<file path="src/design/lpht_pkg.sv">
// Package: types, codes and defaults for the linear probing hash table
`timescale 1ns / 1ps

package lpht_pkg;

  // defaults for the top-level parameters
  localparam int TABLE_SIZE_DEF = 16;
  localparam int KEY_WIDTH_DEF  = 16;

  // fixed beat field widths
  localparam int IN_KEY_W   = 16;
  localparam int STATUS_W   = 2;
  localparam int SLOT_OUT_W = 4;

  // operation codes
  localparam logic OP_LOOKUP = 1'b0;
  localparam logic OP_INSERT = 1'b1;

  // result status codes
  localparam logic [STATUS_W-1:0] STATUS_OK   = 2'd0;
  localparam logic [STATUS_W-1:0] STATUS_MISS = 2'd1;
  localparam logic [STATUS_W-1:0] STATUS_FULL = 2'd2;

  typedef struct packed {
    logic                op;
    logic [IN_KEY_W-1:0] key;
  } req_t;

  typedef struct packed {
    logic [STATUS_W-1:0]   status;
    logic [SLOT_OUT_W-1:0] slot;
  } rsp_t;

endpackage

</file>
<file path="src/design/lpht_ram.sv">
// Generic single-port RAM with registered read data
`timescale 1ns / 1ps

module lpht_ram #(
  parameter int WIDTH = 17,
  parameter int DEPTH = 16
) (
  input  logic                     clk,
  input  logic                     we,
  input  logic [$clog2(DEPTH)-1:0] addr,
  input  logic [WIDTH-1:0]         wdata,
  output logic [WIDTH-1:0]         rdata
);

  logic [WIDTH-1:0] mem [DEPTH];

  // write port and registered read (old data on a same-address write)
  always_ff @(posedge clk) begin
    if (we) begin
      mem[addr] <= wdata;
    end
    rdata <= mem[addr];
  end

endmodule

</file>
<file path="src/design/linear_probe_hash_table.sv">
// A request passes through S_HASH (home slot) and S_ISSUE (home read), then S_PROBE probes 1 to
// TABLE_SIZE slots, one RAM read per probe, before the result is registered. req_stall stays
// high until the result is registered. The slot RAM has a single port, so probes are strictly
// one slot per cycle. Reset: synchronous; afterwards a clearing pass marks every slot empty,
// req_stall stays high until it ends. A waiting result does not block a new request.
`timescale 1ns / 1ps

module linear_probe_hash_table #(
  parameter int TABLE_SIZE = lpht_pkg::TABLE_SIZE_DEF,
  parameter int KEY_WIDTH  = lpht_pkg::KEY_WIDTH_DEF
) (
  input  logic           clk,
  input  logic           rst,
  input  logic           req_valid,
  output logic           req_stall,
  input  lpht_pkg::req_t req,
  output logic           rsp_valid,
  input  logic           rsp_stall,
  output lpht_pkg::rsp_t rsp
);

  import lpht_pkg::*;

  localparam int SLOT_W     = $clog2(TABLE_SIZE);
  localparam int RAM_W      = KEY_WIDTH + 1;
  // key mod TABLE_SIZE via exact reciprocal for 16-bit dividends
  localparam int HASH_SHIFT = IN_KEY_W + SLOT_W;
  localparam int RECIP_W    = IN_KEY_W + 2;
  localparam int PROD_W     = IN_KEY_W + RECIP_W;
  localparam longint unsigned RECIP =
    ((64'd1 << HASH_SHIFT) + 64'(TABLE_SIZE) - 64'd1) / 64'(TABLE_SIZE);
  localparam logic [IN_KEY_W-1:0] KEY_MASK =
    IN_KEY_W'(64'hFFFF_FFFF_FFFF_FFFF >> (64 - KEY_WIDTH));
  localparam logic [SLOT_W-1:0] LAST_SLOT = SLOT_W'(TABLE_SIZE - 1);

  typedef enum logic [2:0] {
    S_CLEAR,
    S_IDLE,
    S_HASH,
    S_ISSUE,
    S_PROBE
  } state_t;

  state_t              state;
  logic                op;
  logic [IN_KEY_W-1:0] key_h;
  logic [PROD_W-1:0]   prod;
  logic [SLOT_W-1:0]   home;
  logic [SLOT_W-1:0]   slot;
  logic [SLOT_W-1:0]   clr_cnt;

  logic                ram_we;
  logic [SLOT_W-1:0]   ram_addr;
  logic [RAM_W-1:0]    ram_wdata;
  logic [RAM_W-1:0]    ram_rdata;

  logic [KEY_WIDTH-1:0] key_w;
  logic [IN_KEY_W-1:0]  quo;
  logic [IN_KEY_W-1:0]  quo_t;
  logic [SLOT_W-1:0]    home_calc;
  logic                 entry_valid;
  logic [KEY_WIDTH-1:0] entry_key;
  logic [SLOT_W-1:0]    slot_nxt;
  logic                 wrap;
  logic                 key_hit;
  logic                 done;
  logic                 rsp_free;
  rsp_t                 result;

  // key as stored and compared
  assign key_w = KEY_WIDTH'(key_h);

  // home slot: key - floor(key * RECIP >> SHIFT) * TABLE_SIZE
  assign quo       = IN_KEY_W'(prod >> HASH_SHIFT);
  assign quo_t     = IN_KEY_W'(quo * IN_KEY_W'(TABLE_SIZE));
  assign home_calc = SLOT_W'(key_h - quo_t);

  // probe evaluation on the slot read last cycle
  assign entry_valid = ram_rdata[KEY_WIDTH];
  assign entry_key   = ram_rdata[KEY_WIDTH-1:0];
  assign slot_nxt    = (slot == LAST_SLOT) ? '0 : slot + 1'b1;
  assign wrap        = (slot_nxt == home);
  assign key_hit     = entry_valid && (entry_key == key_w);
  assign done        = !entry_valid || ((op == OP_LOOKUP) && key_hit) || wrap;
  assign rsp_free    = !rsp_valid || !rsp_stall;

  assign req_stall = (state != S_IDLE);

  // result of a finishing probe
  always_comb begin
    result.status = STATUS_MISS;
    result.slot   = '0;
    priority if (!entry_valid) begin
      if (op == OP_INSERT) begin
        result.status = STATUS_OK;
        result.slot   = SLOT_OUT_W'(slot);
      end
    end else if ((op == OP_LOOKUP) && key_hit) begin
      result.status = STATUS_OK;
      result.slot   = SLOT_OUT_W'(slot);
    end else if (op == OP_INSERT) begin
      result.status = STATUS_FULL;
    end
  end

  // RAM port control
  always_comb begin
    ram_we    = 1'b0;
    ram_addr  = slot;
    ram_wdata = {1'b1, key_w};
    unique case (state)
      S_CLEAR: begin
        ram_we    = 1'b1;
        ram_addr  = clr_cnt;
        ram_wdata = {1'b0, key_w};
      end
      S_ISSUE: begin
        ram_addr = home;
      end
      S_PROBE: begin
        if (done) begin
          // re-read the same slot while the result waits, so the data holds
          ram_addr = slot;
          ram_we   = rsp_free && (op == OP_INSERT) && !entry_valid;
        end else begin
          ram_addr = slot_nxt;
        end
      end
      default: begin
        ram_addr = slot;
      end
    endcase
  end

  // sequencer with registered result
  always_ff @(posedge clk) begin
    if (rst) begin
      state     <= S_CLEAR;
      clr_cnt   <= '0;
      rsp_valid <= 1'b0;
    end else begin
      if (rsp_valid && !rsp_stall) begin
        rsp_valid <= 1'b0;
      end
      unique case (state)
        S_CLEAR: begin
          clr_cnt <= clr_cnt + 1'b1;
          if (clr_cnt == LAST_SLOT) begin
            state <= S_IDLE;
          end
        end
        S_IDLE: begin
          if (req_valid) begin
            op    <= req.op;
            key_h <= req.key & KEY_MASK;
            prod  <= PROD_W'(req.key & KEY_MASK) * PROD_W'(RECIP);
            state <= S_HASH;
          end
        end
        S_HASH: begin
          home  <= home_calc;
          state <= S_ISSUE;
        end
        S_ISSUE: begin
          slot  <= home;
          state <= S_PROBE;
        end
        S_PROBE: begin
          if (done) begin
            if (rsp_free) begin
              rsp_valid <= 1'b1;
              rsp       <= result;
              state     <= S_IDLE;
            end
          end else begin
            slot <= slot_nxt;
          end
        end
        default: begin
          state <= S_IDLE;
        end
      endcase
    end
  end

  lpht_ram #(
    .WIDTH (RAM_W),
    .DEPTH (TABLE_SIZE)
  ) u_slot_ram (
    .clk   (clk),
    .we    (ram_we),
    .addr  (ram_addr),
    .wdata (ram_wdata),
    .rdata (ram_rdata)
  );

endmodule

</file>
<file path="config.mk">
export PLATFORM = sky130hd
export DESIGN_NAME = linear_probe_hash_table
export DESIGN_NICKNAME = d
export VERILOG_FILES = /design/src/design/lpht_pkg.sv /design/src/design/lpht_ram.sv /design/src/design/linear_probe_hash_table.sv
export SDC_FILE = /design/constraint.sdc
export NUM_CORES = 1
export LEC_CHECK = 0
export BUFFER_PORTS_ARGS = -buffer_cell sky130_fd_sc_hd__buf_2
export CAP_MARGIN = 20
export CORE_UTILIZATION = 62
export DETAILED_ROUTE_END_ITERATION = 8
export PLACE_DENSITY = 0.79
export SYNTH_ARGS = -nofsm -noshare
export SYNTH_HDL_FRONTEND = slang
export SYNTH_SLANG_ARGS = --single-unit
export TNS_END_PERCENT = 5
</file>
<file path="constraint.sdc">
create_clock -name clk -period 9.9 [get_ports clk]
set_input_delay 0.495 -clock clk [delete_from_list [all_inputs] [get_ports clk]]
set_output_delay 0.495 -clock clk [all_outputs]
set_load 0.1 [all_outputs]
</file>
---- After elaboration in Yosys (flattened, before gate mapping) ----
Memories as Yosys holds them, arrays and structs flattened. A register that Yosys moved wholly into a read port is not among the register bits.
Cells that the tools add are included.
storage, ports and cells
  input bits .............................. 21
  register bits ........................... 39
  bits in writable memories ............... 272
  memories ................................ 1
  bits in read-only memories .............. 0
  bits in latches ......................... 0
  output and inout bits ................... 8
cells by class
  equality and inequality tests ........... 13
  order comparisons ....................... 0
  add/sub/neg operators ................... 3
  muxes and demuxes ....................... 23
  shift operators ......................... 0
  bitwise gates (word level) .............. 2
  multiply operators ...................... 0
  reduce and logical (&&, ||, !) cells .... 18
  div/mod/pow operators ................... 0
memories
  name            depth  bits a word  rd ports  clocked after Yosys merged registers in  wr ports  line            text
  u_slot_ram.mem  16     17           1         1                                        1         lpht_ram.sv:15  logic [WIDTH-1:0] mem [DEPTH];
operators by type and width
  kind                                               number
  2-to-1 mux 17 bit                                  1
  == test 16 bit                                     1
  case mux 3 bit (5 select lines)                    1
  2-to-1 mux 3 bit                                   4
  2-to-1 mux 4 bit                                   3
  case mux 4 bit (3 select lines)                    1
  adder 4 x 1 -> 4 bit (second input constant)       2
  == test 4 bit (second input constant)              2
  != test 2 bit (second input constant)              4
  case mux 4 bit (2 select lines)                    1
  AND reduction 4 bit                                2
  2-to-1 mux 1 bit                                   7
  == test 3 x 2 -> 1 bit (second input constant)     2
  2-to-1 mux 6 bit                                   1
  logical AND 1 bit                                  5
  2-to-1 mux 5 bit                                   1
  == test 4 bit                                      1
  2-to-1 mux 2 bit                                   2
  AND reduction 2 bit                                2
  subtractor 4 x 1 -> 4 bit (second input constant)  1
  == test 3 x 1 -> 1 bit (second input constant)     1
  == test 3 bit (second input constant)              1
  zero test 1 bit                                    3
  zero test 3 bit                                    1
  6 further kinds                                    9

---- Logic depth before layout (Yosys ltp) ----
  depth after elaboration ................. 9
  depth in mapped cells ................... 14
  mapped depth without buffers ............ 10

---- By module ----
A second synthesis with hierarchy kept.
unflattened totals
  cell total of the unflattened synthesis .. 643
  area total of the unflattened synthesis .. 12662.1 um^2
by module, submodules not included
  module                   sequential area each (um^2)  cells an instance  area each (um^2)  times used
  lpht_ram                 8508.2                       458                10630.2           1
  linear_probe_hash_table  1091.0                       185                2031.9            1

---- Least setup slack after synthesis ----
No wires, ideal clock.
  kind .................................... register to register
  from .................................... register prod[17] (netlist name)
  to ...................................... memory u_slot_ram.mem[11][0], enable pin
  data arrival time ....................... 3354 ps
  data required time ...................... 9510 ps
  path buffers ............................ 4
  cell stages (with the launch flop) ...... 13
  slack ................................... 6155 ps
  cells stage by stage .................... edfxtp_1 > xor2_1 > nor4_1 > nand3_1 > or3_1 > buf_2 > a21oi_1 > o21a_1 > clkbuf_1 > buf_2 > buf_2 > nand2_1 > nor2_1
RTL lines
  what              line
  end: declaration  lpht_ram.sv:15

==> run metrics <==
outcome=finished clean; endpoint class of the critical path=flip-flop; gr usage total=between 20 and 30%; pre-CTS worst setup slack=between 5000 and 6000 ps; Hold Path Stages=1; critical-path cell list=xor2_1 -> nor4_1 -> nand3_1 -> or3_1 -> a21o_1 -> nand2_4 -> nand2_1 -> nor2_2 -> buf_4; sequential cell area fraction in the yosys report=roughly 74%; die width=147 um; Arrival @ worst endpoint=4960 ps; setup TNS=0 ps; CP Launch Type=flip-flop; root buffer cell=clkbuf_16; H-tree Lvls=1; Die H=147 um; yosys warns=0; pwr dens=between 150 and 200 nW/um^2; clk_lat worst skew=between 500 and 600 ps; RSZ-0062 raised after global routing=false; slowest stage cell, crit path=nor2_2; number of flops mapped to enable cells by yosys=approximately 300; WS Path Type=flip-flop to flip-flop; Netlist cell types=68; global-route wire length before repair=roughly 47 mm; MaxCap Viol Count=0; total core area=a little over 20000 um^2; cells after synthesis=about 790; via count=roughly 8000; Clock Skew=between 10 and 15 ps; Worst path depth=9; delay-heaviest family, CP=simple AND/OR/NAND/NOR gates; final std cells w/o fill=around 1100; share of cells above drive strength 1=a little over a fifth; Post-CTS Hold Fix Bufs=0; sw frac=22.2%; Placed Instances=1061; dpl hpwl=approximately 18 mm; Core Util, Final=71.0%; TritonCTS Buffers=31; routability cong.=slightly below 0.9; LEAKAGE=between 4 and 5 nW; worst hold path class=primary input to flip-flop; n_diodes=0; initial drt markers=1118; Hold Path Sink=prod[29]$_DFFE_PP_; I/O pin cnt=29; average cell area after synthesis=approximately 16 um^2; Initial Util=between 60 and 70%; Antenna Violating Nets Remaining=0; clock power share=about two fifths; internal power=2.24 mW; CP required=between 10000 and 15000 ps; Crit Path Max Fanout=55; Rows=between 50 and 60; Worst-Margin Slew=around 1100 ps; DR DRC count=0; Hold Vio Cnt, Final=0; vias per cell=6.98; Die ar.=about 22000 um^2; fmax=0.213 GHz; wire length on met3=approximately 3.2 mm; fin. max-slew vios=0; initial antenna violation count=0; Syn Nets=816; Post-Syn Area=13000 um^2; sequential power share=a little over half; vias in the first global route=7829; CTS sink cnt=328; combinational fraction of design power=around 7.2%; CTS tree=done; wire length on met1=roughly 12 mm; Max Root-Sink Buffers=3; Clk pin slew, worst setup/hold paths=60 ps; total chip power=2.87 mW; placed cell area=roughly 13000 um^2; met2 wire len=15.2 mm; Overflow after GRT=0; First-pass DRT Iterations=8; capture point of the worst reg-to-reg path=u_slot_ram.mem[12][12]$_DFFE_PP_; largest net degree at the start of global routing=71; Worst Reg-to-Reg Cells=9; I/O Buffers=28; WHS=105 ps; Finished Cell Area=14500 um^2; multi-input logic area=roughly 3200 um^2; post-CTS setup buffer count=0; DR top layer=met4; Hold Startpoint=req[13]; final wirelength=around 31 mm; Max IR drop VDD=146 uV; Area growth syn-to-layout=11.3%; NetSw=between 0.6 and 0.7 mW; CP peak stage delay=640 ps; final setup vio count=0; min setup slack post-route=5190 ps; Nets=roughly 850; post-route clock period utilization=a little under half; register bit total from synthesis=approximately 330; share of flip-flops with an asynchronous set or reset=0%; PostCTS Resize Cnt=0; Final min period=around 4700 ps; FF+latch area=about 9600 um^2; Slew Limit Headroom=approximately 24%; Routed wire per std cell=27.6 um; Most used DFF post-synth=edfxtp_1; Reg-to-Reg Start=prod[27]$_DFFE_PP_; flop2flop setup slack=around 5200 ps; CP bufs+invs=1; FILL cells=~1300
## power by group through the flow
stage / registers (mW) / logic, mW / clock network, mW
2_1_floorplan: 1.58 / 0.139 / 0
3_3_place_gp: 1.58 / 0.194 / 0
3_5_place_dp: 1.59 / 0.198 / 0
4_1_cts: 1.56 / 0.201 / 1.12
5_1_grt: 1.56 / 0.217 / 1.17
6_report: 1.56 / 0.206 / 1.11
## cell type report
cell class	instances	area share [%]
Clock inverter	14	0.578
Inverter	4	0.103
Sequential cell	328	66.2
Multi-Input combinational cell	411	22.3
Tap cell	270	2.33
Timing Repair Buffer	53	2.47
Clock buffer	44	6.10
## worst max path at each step
| stage | slack [ps] | start | to |
|---|---|---|---|
| after floorplan | 6160 | prod[17]$_DFFE_PP_ | u_slot_ram.mem[11][0]$_DFFE_PP_ |
| after global placement | 5340 | prod[27]$_DFFE_PP_ | u_slot_ram.mem[7][13]$_DFFE_PP_ |
| after detailed placement | 5200 | prod[29]$_DFFE_PP_ | u_slot_ram.mem[7][8]$_DFFE_PP_ |
| after CTS | 5200 | prod[29]$_DFFE_PP_ | u_slot_ram.mem[7][1]$_DFFE_PP_ |
| after global routing | 4920 | prod[29]$_DFFE_PP_ | u_slot_ram.mem[3][1]$_DFFE_PP_ |
| final | 5190 | prod[27]$_DFFE_PP_ | u_slot_ram.mem[12][12]$_DFFE_PP_ |
## cell usage in the layout (no fill, tap or decap), types with 6 or more instances in the layout
cell	n
a21oi_1	18
a222oi_1	30
a22oi_1	15
a32o_1	60
a32oi_1	8
and2_1	7
buf_2	28
buf_4	19
clkbuf_1	7
clkbuf_16	31
clkbuf_8	6
clkinv_2	7
dfxtp_1	25
edfxtp_1	303
mux2_2	43
nand2_1	43
nand2b_1	7
nand3_1	8
nand4_1	16
nor2_1	25
nor2_2	19
o21ai_0	10
o22ai_1	7
xnor2_1	8
xor2_1	17
## metal layers
layer	vias to the layer above	global-route usage (%)
met5	-	0
li1	3322	-
met3	82	5.34
met4	0	10.5
met1	3884	39.7
met2	553	48.1
## sequential cells by signal, summed over array words and instances, names as in the netlist
name,count
u_slot_ram.mem,272
prod,16
clr_cnt,4
home,4
state,3
u_slot_ram.rdata,17
rsp,6
rsp_valid,1
slot,4
op,1
## cells in the mapped netlist, types with 2 or more instances
| master | n | area share, % |
|---|---|---|
| mux2_2 | 43 | 3.7 |
| mux2i_1 | 3 | 0.23 |
| edfxtp_1 | 303 | 70 |
| nor4_1 | 5 | 0.24 |
| clkbuf_1 | 22 | 0.63 |
| a22oi_1 | 15 | 0.86 |
| xnor2_1 | 8 | 0.54 |
| dfxtp_1 | 25 | 3.8 |
| nor2_2 | 2 | 0.096 |
| a21oi_1 | 18 | 0.69 |
| nand2_1 | 43 | 1.2 |
| o22ai_1 | 7 | 0.34 |
| o21ai_0 | 10 | 0.38 |
| a211oi_2 | 2 | 0.19 |
| mux2_1 | 3 | 0.26 |
| nor2_1 | 44 | 1.3 |
| and3_1 | 2 | 0.096 |
| buf_4 | 2 | 0.12 |
| buf_6 | 5 | 0.43 |
| a222oi_1 | 30 | 2.3 |
| a32o_1 | 60 | 4.6 |
| nand2b_1 | 7 | 0.34 |
| nand3b_1 | 2 | 0.12 |
| o31ai_2 | 2 | 0.19 |
| or2_2 | 2 | 0.096 |
| xor2_1 | 17 | 1.1 |
| nor3_1 | 5 | 0.19 |
| and2_1 | 7 | 0.34 |
| inv_1 | 3 | 0.086 |
| nand4_1 | 16 | 0.77 |
| buf_2 | 21 | 0.81 |
| a32oi_1 | 8 | 0.54 |
| ha_1 | 2 | 0.19 |
| o22a_1 | 2 | 0.13 |
| nand3_1 | 8 | 0.31 |
| or3_1 | 2 | 0.096 |
| nor3b_1 | 2 | 0.12 |
| a31oi_1 | 5 | 0.24 |
## logic make-up (layout without fill, tap and decap cells)
logic type	after synthesis	in the layout	share of synthesized area (%)
DFF	328	328	73.6
AOI/OAI and AO/OA	175	175	11.9
and+or+nand+nor	159	159	6.15
buffers and inverters	54	115	2.10
muxes	49	49	4.20
xor gates and xnor gates	26	26	1.80
adders and majority gates	2	2	0.192
Note: power is estimated with default switching activity, not from simulation.
